--- src/sv/fcts_pkg.sv ---
// Shared types and constants for the floppy CHS transfer splitter.
package fcts_pkg;

	localparam logic [7:0] OP_READ  = 8'hE6;
	localparam logic [7:0] OP_WRITE = 8'hC5;

	localparam int MAX_SECTORS_DEF = 64;

	localparam logic [5:0]  SPT_RST   = 6'd18;
	localparam logic [1:0]  HEADS_RST = 2'd2;
	localparam logic [7:0]  CYL_RST   = 8'd80;
	localparam logic [10:0] SBYTE_RST = 11'd512;

	typedef enum logic [7:0] {
		CFG_SPT   = 8'd0,
		CFG_HEADS = 8'd1,
		CFG_CYL   = 8'd2,
		CFG_SBYTE = 8'd3
	} cfg_idx_t;

	typedef enum logic [1:0] {
		ST_IDLE,
		ST_DIV,
		ST_HEAD,
		ST_EMIT
	} st_t;

endpackage

--- src/sv/floppy_chs_transfer_splitter.sv ---
// Floppy CHS transfer splitter: LBA to CHS conversion and per-cylinder chunking.
//
// Usage: pulse start with req_type, drive, lba and sector_total while busy is
// low; the request is taken at that edge. The block converts the logical sector to track,
// head and one-based sector, then emits one result per chunk so that no chunk crosses a
// cylinder. Each result sits on the result ports for one cycle, marked by result_valid;
// the receiver cannot stall, so nothing here waits on it. The result with last set ends
// the request; an out-of-range track gives a result with bad_address and last set.
// Sequence: an empty request or a zero geometry answers in the cycle after the start edge.
// Otherwise a 16-step restoring divide by sectors-per-cylinder runs (one quotient bit a
// cycle through one compare/subtract), then head compare/subtract steps peel whole tracks
// off the in-cylinder offset, then the chunks follow at one chunk a cycle. busy drops at
// the edge that puts the final result on the ports.
// Configuration: the write channel (cfg_valid/cfg_ready, cfg_index, cfg_data) is always
// ready; write registers only while busy is low and no result is pending.
// Reset: arst_n clears the sequencer and loads the default geometry (18 sectors,
// 2 heads, 80 cylinders, 512-byte sectors).
module floppy_chs_transfer_splitter #(
	parameter int MAX_SECTORS = fcts_pkg::MAX_SECTORS_DEF
) (
	input  logic        clk,
	input  logic        arst_n,
	// request channel
	input  logic        start,
	output logic        busy,
	input  logic        req_type,
	input  logic [1:0]  drive,
	input  logic [15:0] lba,
	input  logic [6:0]  sector_total,
	// configuration channel
	input  logic        cfg_valid,
	output logic        cfg_ready,
	input  logic [7:0]  cfg_index,
	input  logic [10:0] cfg_data,
	// result channel
	output logic        result_valid,
	output logic [7:0]  opcode,
	output logic [2:0]  drive_head_byte,
	output logic [7:0]  track,
	output logic        head,
	output logic [5:0]  sector,
	output logic [6:0]  chunk_sectors,
	output logic [16:0] byte_count,
	output logic        bad_address,
	output logic        last
);

	// geometry registers
	logic [5:0]  spt_q;
	logic [1:0]  heads_q;
	logic [7:0]  cyl_q;
	logic [10:0] sbyte_q;

	// sequencer
	fcts_pkg::st_t st_q, st_nxt;

	// working request state
	logic [7:0]  opc_q;
	logic [1:0]  drv_q;
	logic [6:0]  left_q;     // sectors still to issue
	logic [7:0]  spc_q;      // sectors per cylinder
	logic [15:0] dvd_q;      // dividend, shifts into quotient
	logic [7:0]  rem_q;      // division remainder, then sector index within track
	logic [3:0]  cnt_q;      // divide step counter
	logic [7:0]  trk_q;      // current track, saturated at 255
	logic [1:0]  hd_q;       // current head
	logic [7:0]  avail_q;    // sectors left in the current cylinder

	logic req_acc;
	logic cfg_acc;
	logic [6:0] total_clamp;
	logic geom_zero;

	// compare/subtract signals for the divide and head steps
	logic [8:0]  trial;
	logic        div_ge;
	logic [7:0]  rem_nxt;
	logic [15:0] quot;
	logic        head_ge;

	// chunk emit signals
	logic [6:0]  chunk_c;
	logic [17:0] prod_c;
	logic [6:0]  remain_c;
	logic        trk_bad;

	assign req_acc = start && !busy;
	assign cfg_acc = cfg_valid && cfg_ready;

	assign total_clamp = (32'(sector_total) > MAX_SECTORS) ? 7'(MAX_SECTORS) : sector_total;
	assign geom_zero   = (spt_q == 6'd0) || (heads_q == 2'd0);

	// divide step: shift in next dividend bit, subtract if it fits
	assign trial   = {rem_q, dvd_q[15]};
	assign div_ge  = trial >= {1'b0, spc_q};
	assign rem_nxt = div_ge ? 8'(trial - {1'b0, spc_q}) : trial[7:0];
	assign quot    = {dvd_q[14:0], div_ge};

	// head step: peel off whole tracks from the in-cylinder offset
	assign head_ge = rem_q >= {2'b00, spt_q};

	// chunk sizing: stop at the cylinder boundary
	assign chunk_c  = ({1'b0, left_q} > avail_q) ? avail_q[6:0] : left_q;
	assign prod_c   = 18'(chunk_c) * 18'(sbyte_q);
	assign remain_c = left_q - chunk_c;
	assign trk_bad  = trk_q >= cyl_q;

	// next-state logic
	always_comb begin
		st_nxt = st_q;
		case (st_q)
			fcts_pkg::ST_IDLE: begin
				if (req_acc && total_clamp != 7'd0 && !geom_zero) begin
					st_nxt = fcts_pkg::ST_DIV;
				end
			end
			fcts_pkg::ST_DIV: begin
				if (cnt_q == 4'd0) begin
					st_nxt = fcts_pkg::ST_HEAD;
				end
			end
			fcts_pkg::ST_HEAD: begin
				if (!head_ge) begin
					st_nxt = fcts_pkg::ST_EMIT;
				end
			end
			fcts_pkg::ST_EMIT: begin
				if (trk_bad || remain_c == 7'd0) begin
					st_nxt = fcts_pkg::ST_IDLE;
				end
			end
			default: st_nxt = fcts_pkg::ST_IDLE;
		endcase
	end

	// handshake outputs
	always_comb begin
		busy      = (st_q != fcts_pkg::ST_IDLE);
		cfg_ready = 1'b1;
	end

	always_ff @(posedge clk or negedge arst_n) begin
		if (!arst_n) begin
			st_q <= fcts_pkg::ST_IDLE;
		end else begin
			st_q <= st_nxt;
		end
	end

	// configuration registers
	always_ff @(posedge clk or negedge arst_n) begin
		if (!arst_n) begin
			spt_q   <= fcts_pkg::SPT_RST;
			heads_q <= fcts_pkg::HEADS_RST;
			cyl_q   <= fcts_pkg::CYL_RST;
			sbyte_q <= fcts_pkg::SBYTE_RST;
		end else if (cfg_acc) begin
			case (cfg_index)
				fcts_pkg::CFG_SPT:   spt_q   <= cfg_data[5:0];
				fcts_pkg::CFG_HEADS: heads_q <= cfg_data[1:0];
				fcts_pkg::CFG_CYL:   cyl_q   <= cfg_data[7:0];
				fcts_pkg::CFG_SBYTE: sbyte_q <= cfg_data;
				default: ;
			endcase
		end
	end

	// result strobe
	always_ff @(posedge clk or negedge arst_n) begin
		if (!arst_n) begin
			result_valid <= 1'b0;
		end else begin
			result_valid <= (st_q == fcts_pkg::ST_IDLE && req_acc &&
			                 (total_clamp == 7'd0 || geom_zero)) ||
			                (st_q == fcts_pkg::ST_EMIT);
		end
	end

	// datapath
	always_ff @(posedge clk) begin
		case (st_q)
			fcts_pkg::ST_IDLE: begin
				if (req_acc) begin
					opc_q  <= req_type ? fcts_pkg::OP_WRITE : fcts_pkg::OP_READ;
					drv_q  <= drive;
					left_q <= total_clamp;
					spc_q  <= {2'b00, spt_q} * {6'd0, heads_q};
					dvd_q  <= lba;
					rem_q  <= 8'd0;
					cnt_q  <= 4'd15;
					hd_q   <= 2'd0;
					// empty request and zero geometry answer at once
					opcode          <= 8'd0;
					drive_head_byte <= 3'd0;
					track           <= 8'd0;
					head            <= 1'b0;
					sector          <= 6'd0;
					chunk_sectors   <= 7'd0;
					byte_count      <= 17'd0;
					bad_address     <= (total_clamp != 7'd0);
					last            <= 1'b1;
				end
			end
			fcts_pkg::ST_DIV: begin
				dvd_q <= quot;
				rem_q <= rem_nxt;
				cnt_q <= cnt_q - 4'd1;
				if (cnt_q == 4'd0) begin
					trk_q   <= (|quot[15:8]) ? 8'hFF : quot[7:0];
					avail_q <= spc_q - rem_nxt;
				end
			end
			fcts_pkg::ST_HEAD: begin
				if (head_ge) begin
					rem_q <= rem_q - {2'b00, spt_q};
					hd_q  <= hd_q + 2'd1;
				end
			end
			fcts_pkg::ST_EMIT: begin
				track  <= trk_q;
				head   <= hd_q[0];
				sector <= 6'(rem_q + 8'd1);
				if (trk_bad) begin
					opcode          <= 8'd0;
					drive_head_byte <= 3'd0;
					chunk_sectors   <= 7'd0;
					byte_count      <= 17'd0;
					bad_address     <= 1'b1;
					last            <= 1'b1;
				end else begin
					opcode          <= opc_q;
					drive_head_byte <= {hd_q[0], drv_q};
					chunk_sectors   <= chunk_c;
					byte_count      <= prod_c[17] ? 17'h1FFFF : prod_c[16:0];
					bad_address     <= 1'b0;
					last            <= (remain_c == 7'd0);
					// advance to the start of the next cylinder
					left_q  <= remain_c;
					trk_q   <= trk_q + 8'd1;
					hd_q    <= 2'd0;
					rem_q   <= 8'd0;
					avail_q <= spc_q;
				end
			end
			default: ;
		endcase
	end

	// an error result always closes the request
	a_bad_is_last: assert property (@(posedge clk) disable iff (!arst_n)
		result_valid && bad_address |-> last)
		else $error("error result without last");

	// more chunks pending means the sequencer is still running
	a_notlast_busy: assert property (@(posedge clk) disable iff (!arst_n)
		result_valid && !last |-> busy)
		else $error("non-final result while idle");

	// a command chunk always moves at least one sector
	a_cmd_nonempty: assert property (@(posedge clk) disable iff (!arst_n)
		result_valid && opcode != 8'd0 |-> chunk_sectors != 7'd0 && !bad_address)
		else $error("command result with empty chunk");

	// an accepted request with a nonzero count makes the block busy or answers in the next cycle
	a_no_early: assert property (@(posedge clk) disable iff (!arst_n)
		start && !busy && sector_total != 7'd0 && !result_valid |=>
		busy || result_valid)
		else $error("request dropped");

endmodule

--- config.mk ---
export PLATFORM = sky130hd
export DESIGN_NAME = floppy_chs_transfer_splitter
export DESIGN_NICKNAME = d
export VERILOG_FILES = /design/src/sv/fcts_pkg.sv /design/src/sv/floppy_chs_transfer_splitter.sv
export SDC_FILE = /design/constraint.sdc
export NUM_CORES = 1
export LEC_CHECK = 0
export BUFFER_PORTS_ARGS = -buffer_cell sky130_fd_sc_hd__buf_2
export CORE_ASPECT_RATIO = 0.6
export CORE_MARGIN = 2
export CORE_UTILIZATION = 39
export CTS_CLUSTER_DIAMETER = 30
export CTS_CLUSTER_SIZE = 40
export DETAILED_ROUTE_END_ITERATION = 12
export SYNTH_ARGS = -nofsm -noshare
export SYNTH_HDL_FRONTEND = slang
export SYNTH_SLANG_ARGS = --single-unit
--- constraint.sdc ---
create_clock -name clk -period 6.8 [get_ports clk]
set_input_delay 1.36 -clock clk [delete_from_list [all_inputs] [get_ports clk]]
set_output_delay 1.36 -clock clk [all_outputs]
set_load 0.02 [all_outputs]
Word level (Yosys, flattened, before mapping)
Index checks and enable logic that the tools add are counted.
W data, S select, Z words.
{"block": "word_totals", "memories": 0, "word_cells": 144, "latch_bits": 0, "ramBits": 0, "inputBits": 49, "regBits": 153, "output_inout_bits": 55, "mem_bits_ro": 0}
{"block": "op_classes", "reduce_logical": 37, "shifts": 0, "n_bitwise": 0, "multipliers": 2, "n_mux": 54, "n_eq_ne": 13, "add_sub_neg": 8, "order_cmp": 5, "div_mod_pow": 0}
{"op": "$mux W8", "count": 10}
{"op": "$pmux W8 S2", "count": 4}
{"op": "$mux W17", "count": 3}
{"op": "$mux W7", "count": 6}
{"op": "$pmux W17 S2", "count": 1}
{"op": "$pmux W16 S2", "count": 1}
{"op": "$pmux W8 S4", "count": 1}
{"op": "$pmux W7 S2", "count": 2}
{"op": "$mul A7 B11 Y18", "count": 1}
{"op": "$eq A8 B2 Y1 const B", "count": 2}
{"op": "$mux W16", "count": 1}
{"op": "$sub A8 B8 Y8", "count": 2}
{"op": "$logic_not A7 Y1", "count": 2}
{"op": "$mux W2", "count": 7}
{"op": "$ne A2 B2 Y1 const B", "count": 7}
{"op": "$reduce_and A2 Y1", "count": 7}
{"op": "$mux W6", "count": 2}
{"op": "$pmux W6 S2", "count": 1}
{"op": "$ge A9 B8 Y1", "count": 1}
{"op": "$reduce_and A3 Y1", "count": 3}
{"op": "$add A8 B1 Y8 const B", "count": 1}
{"op": "$eq A8 B1 Y1 const B", "count": 1}
{"op": "$ge A8 B6 Y1", "count": 1}
{"op": "$ge A8 B8 Y1", "count": 1}
{"op": "30 further kinds", "count": 51}

Depth between registers and ports, before layout
{"block": "depth", "depth_word": 7, "mapped_depth": 29}

Worst setup path after synthesis
Ideal clock, no wire load.
{"block": "synth_path", "path_type": "reg2reg", "startpoint": "register left_q[1]", "endpoint": "register byte_count[15], data pin", "period_less_slack_ns": 6.774, "arrival_time_ns": 6.504, "path_buffers": 3, "t_required_ns": 6.530, "stages_incl_launch_ff": 29, "slack_ns": 0.026, "cell_sequence": "edfxtp_1 > ha_1 > nor2b_1 > o21ai_0 > a31oi_1 > o21ai_1 > clkbuf_1 > nor2_1 > a21oi_1 > clkbuf_1 > nor2b_1 > fa_1 > inv_1 > fa_1 > inv_1 > fa_1 > inv_1 > fa_1 > inv_1 > ha_1 > a21oi_1 > o21ai_0 > or4_1 > o21ba_2 > nand4_1 > nand2_1 > xnor2_2 > buf_2 > a21oi_1"}
{"block": "synth_between", "elab_chain_cells": 6}
{"element": "start: declaration", "line": "floppy_chs_transfer_splitter.sv:60", "text": "logic [6:0] left_q;"}
{"element": "start signal: assignment", "line": "floppy_chs_transfer_splitter.sv:186", "text": "left_q <= total_clamp;"}
{"element": "start signal: assignment", "line": "floppy_chs_transfer_splitter.sv:238", "text": "left_q <= remain_c;"}
{"element": "$gt A7 B8 Y1", "line": "floppy_chs_transfer_splitter.sv:103", "text": "assign chunk_c = ({1'b0, left_q} > avail_q) ? avail_q[6:0] : left_q;"}
{"element": "$mux W7 (*)", "line": "floppy_chs_transfer_splitter.sv:103"}
{"element": "$mul A7 B11 Y18 (*)", "line": "floppy_chs_transfer_splitter.sv:104", "text": "assign prod_c = 18'(chunk_c) * 18'(sbyte_q);"}
{"element": "$mux W17 (*)", "line": "floppy_chs_transfer_splitter.sv:234", "text": "byte_count <= prod_c[17] ? 17'h1FFFF : prod_c[16:0];"}
{"element": "$mux W17 (*)", "line": "floppy_chs_transfer_splitter.sv:223", "text": "if (trk_bad) begin"}
{"element": "$pmux W17 S2 (*)", "line": "floppy_chs_transfer_splitter.sv:181", "text": "case (st_q)"}
{"element": "end signal: assignment", "line": "floppy_chs_transfer_splitter.sv:234"}
{"element": "end: declaration", "line": "floppy_chs_transfer_splitter.sv:43", "text": "output logic [16:0] byte_count,"}
Mark *: on every way between the ends. The rest lies on a longest branch, timed or not.
A chain may end at the register's enable or synchronous reset.

Worst setup path in the final report
{"block": "layout_path", "startpoint": "register left_q[4]", "endpoint": "register byte_count[1], data pin"}
The elaborated chain is that of the path after synthesis.

==> results.ini <==
[cells_and_area]
area_delta_synth_final_pct=15.8
drive_gt1_frac=0.208
instances_no_fill=1433
fin_nets=1256
fin_area_um2=11800
utilization=0.463
num_antenna_cells=0
final_common_cell=inv_1
final_cell_mix=inv_1 (121), edfxtp_1 (112), buf_2 (100)

[yosys]
synth_cell_types=64
syn_area_per_cell_um2=10.7
yosysSeqAreaShare=0.404
synth_edf_count=112
synth_top_area_frac=0.330
syn_area_um2=10200
ys_async_sr_fraction=0.211
syn_inst=955
synth_top_flop_cell=edfxtp_1
ys_warn_count=0
synth.ff_latch_count=142
yosysTopAreaCell=edfxtp_1
synthTopCellsByArea=edfxtp_1 (33%), ha_1 (11%), fa_1 (9.6%)

[placement]
hpwl_um=18000
numPortBuffers=100
place_area_um2=11100
dp_cells=1397
gp_congestion=0.830

[sta]
tightest_slew_ns=1.07
setup_viol=0
relSlewSlack=0.287
fin_crit_sh=0.951
finalHoldViolations=0
fin_skew_ns=0.00930
holdWs_ns=0.508
drv_slew=0
min_period_ns=6.47
fmax_mhz=155

[grt]
antenna_found_initial=0
grt_pass1_vias=6788
grt_max_degree=44
grt_pass1_wl_um=37400
grt.total_usage=0.180
grt_overflow_total=0

[outcome]
outcome=complete, no violations

[power]
irDropWorstVdd_uv=230
power.leakage_nw=5.32
p_total_mw=5.35
power_density_nw_per_um2=453

[worst_hold_path]
hold_path_class=register to register

[floorplan]
die_w_um=213
die_height_um=129
start_util=0.400
num_rows=45
die_area_um2=27500
pin_count=104
core_um2=25500

[worst_setup_path]
cp-end-kind=register
crit_arrival_ns=6.64
path_class=register to register
crit_fanout=12
critPathRequiredTime_ns=6.97
start_kind=register

[drt]
drt_iter0_markers=561
drc=0
ant_nets=0
vias_per_cell=5.02
vias=7193
drt_wl_total_um=23700
dr.pass1.iters=5
avgRoutedWirePerCell_um=16.6

[clock_tree]
cts_inserted_buffers=17
clock_sinks=142
root_buffer=clkbuf_16
clockBufferDepth=2
cts.clk_slew.worst_paths_ns=0.07
clkLatencyLatePin_ns=0.44
cts.htree.levels=4
cts_tree=built

[run]
cap_violations=0

critical path, stage by stage (launching register included):
cell,delay [ns]
edfxtp_1,0.43
ha_1,0.35
and3_1,0.19
o21ai_0,0.08
a31oi_1,0.11
o21ai_1,0.16
buf_4,0.20
nor2_1,0.06
a21o_2,0.29
and2_1,0.21
fa_1,0.52
fa_1,0.44
fa_1,0.54
inv_1,0.05
fa_1,0.53
inv_1,0.04
ha_1,0.36
a21oi_2,0.18
o21ai_1,0.12
or4_1,0.41
o21ba_2,0.23
nand4_1,0.08
nand2_1,0.08
xnor2_2,0.24
buf_6,0.20
a21oi_1,0.08
timing repair:
action / 4_1_cts / 5_1_grt
setup buffers: 0 / 3
hold endpoints to repair: 0 / 0
hold buffers: 0 / 0
endpoints found under the setup margin: 0 / 17
gates resized for setup: 0 / 15
routing by layer:
metal	global-route usage	wire, um	vias up
li1	-	-	3504
met1	0.299	13500	3487
met2	0.231	8690	186
met3	0.0390	1360	16
met4	0.0395	179	0
met5	0	0	-
synthesized netlist by cell type (all sizes together) (6+ instances only):
cell,count
a211oi,6
o21a,11
nor2,53
xnor2,28
nor3,10
edfxtp,112
fa,49
and3,7
nor4,6
o21ai,36
clkbuf,17
buf,12
o21bai,6
nand2,55
ha,90
dfstp,6
nor2b,31
inv,123
mux2,41
a21oi,62
nand2b,15
o22ai,6
a21o,18
xor2,22
and2,46
nand3,12
dfrtp,24
registers in the layout, summed over array words and instances, names as in the netlist, 6 cells and up:
name	count
rem_q	8
left_q	7
spc_q	8
byte_count	17
avail_q	8
dvd_q	16
trk_q	8
sbyte_q	11
chunk_sectors	7
spt_q	6
track	8
cyl_q	8
sector	6
logic make-up (layout without fill, tap and decap cells):
group,after synthesis,after routing,share of synthesized area
AND/OR/NAND/NOR,252,252,0.129
AO/OA/AOI/OAI,173,173,0.105
buffers and inverters,152,277,0.0610
flip-flops,142,142,0.404
adder cells (fa/ha/maj),139,139,0.207
XOR/XNOR,50,50,0.0437
multiplexers,45,45,0.0496
other,2,3,0.000737
power breakdown:
part           internal, mW  switching (mW)
clock                 0.559           0.402
sequential             1.40           0.178
combinational          1.08            1.73
per-stage QoR:
stage	setup slack [ns]	TNS (ns)
after global routing	-0.0205	-0.0387
final	0.331	0
after floorplan	0.0261	0
after detailed placement	0.193	0
after CTS	0.161	0
after global placement	0.310	0
final cells by class:
class                   instances  area, um^2
clock buffers                  19         443
clock inverters                13         154
fillers                      2410       13700
inverters                     123         469
multi-input cells             662        5500
flip-flops and latches        142        4120
well taps                     352         440
repair buffers                122         677
path summary, 6_finish.rpt:
check,start,end,cells after the start,slack [ns]
max,left_q[4]$_DFFE_PP_,byte_count[1]$_SDFFCE_PP0P_,25,0.33
min,cyl_q[5]$_DFFE_PN0P_,cyl_q[5]$_DFFE_PN0P_,1,0.51
max reg2reg,left_q[4]$_DFFE_PP_,byte_count[1]$_SDFFCE_PP0P_,25,0.33
min reg2reg,cyl_q[5]$_DFFE_PN0P_,cyl_q[5]$_DFFE_PN0P_,1,0.51
max in group asynchronous,arst_n,sbyte_q[5]$_DFFE_PN0P_,1,5.36
min in group asynchronous,arst_n,cyl_q[5]$_DFFE_PN0P_,1,0.97
No activity file was read; power rests on OpenSTA's default activity.
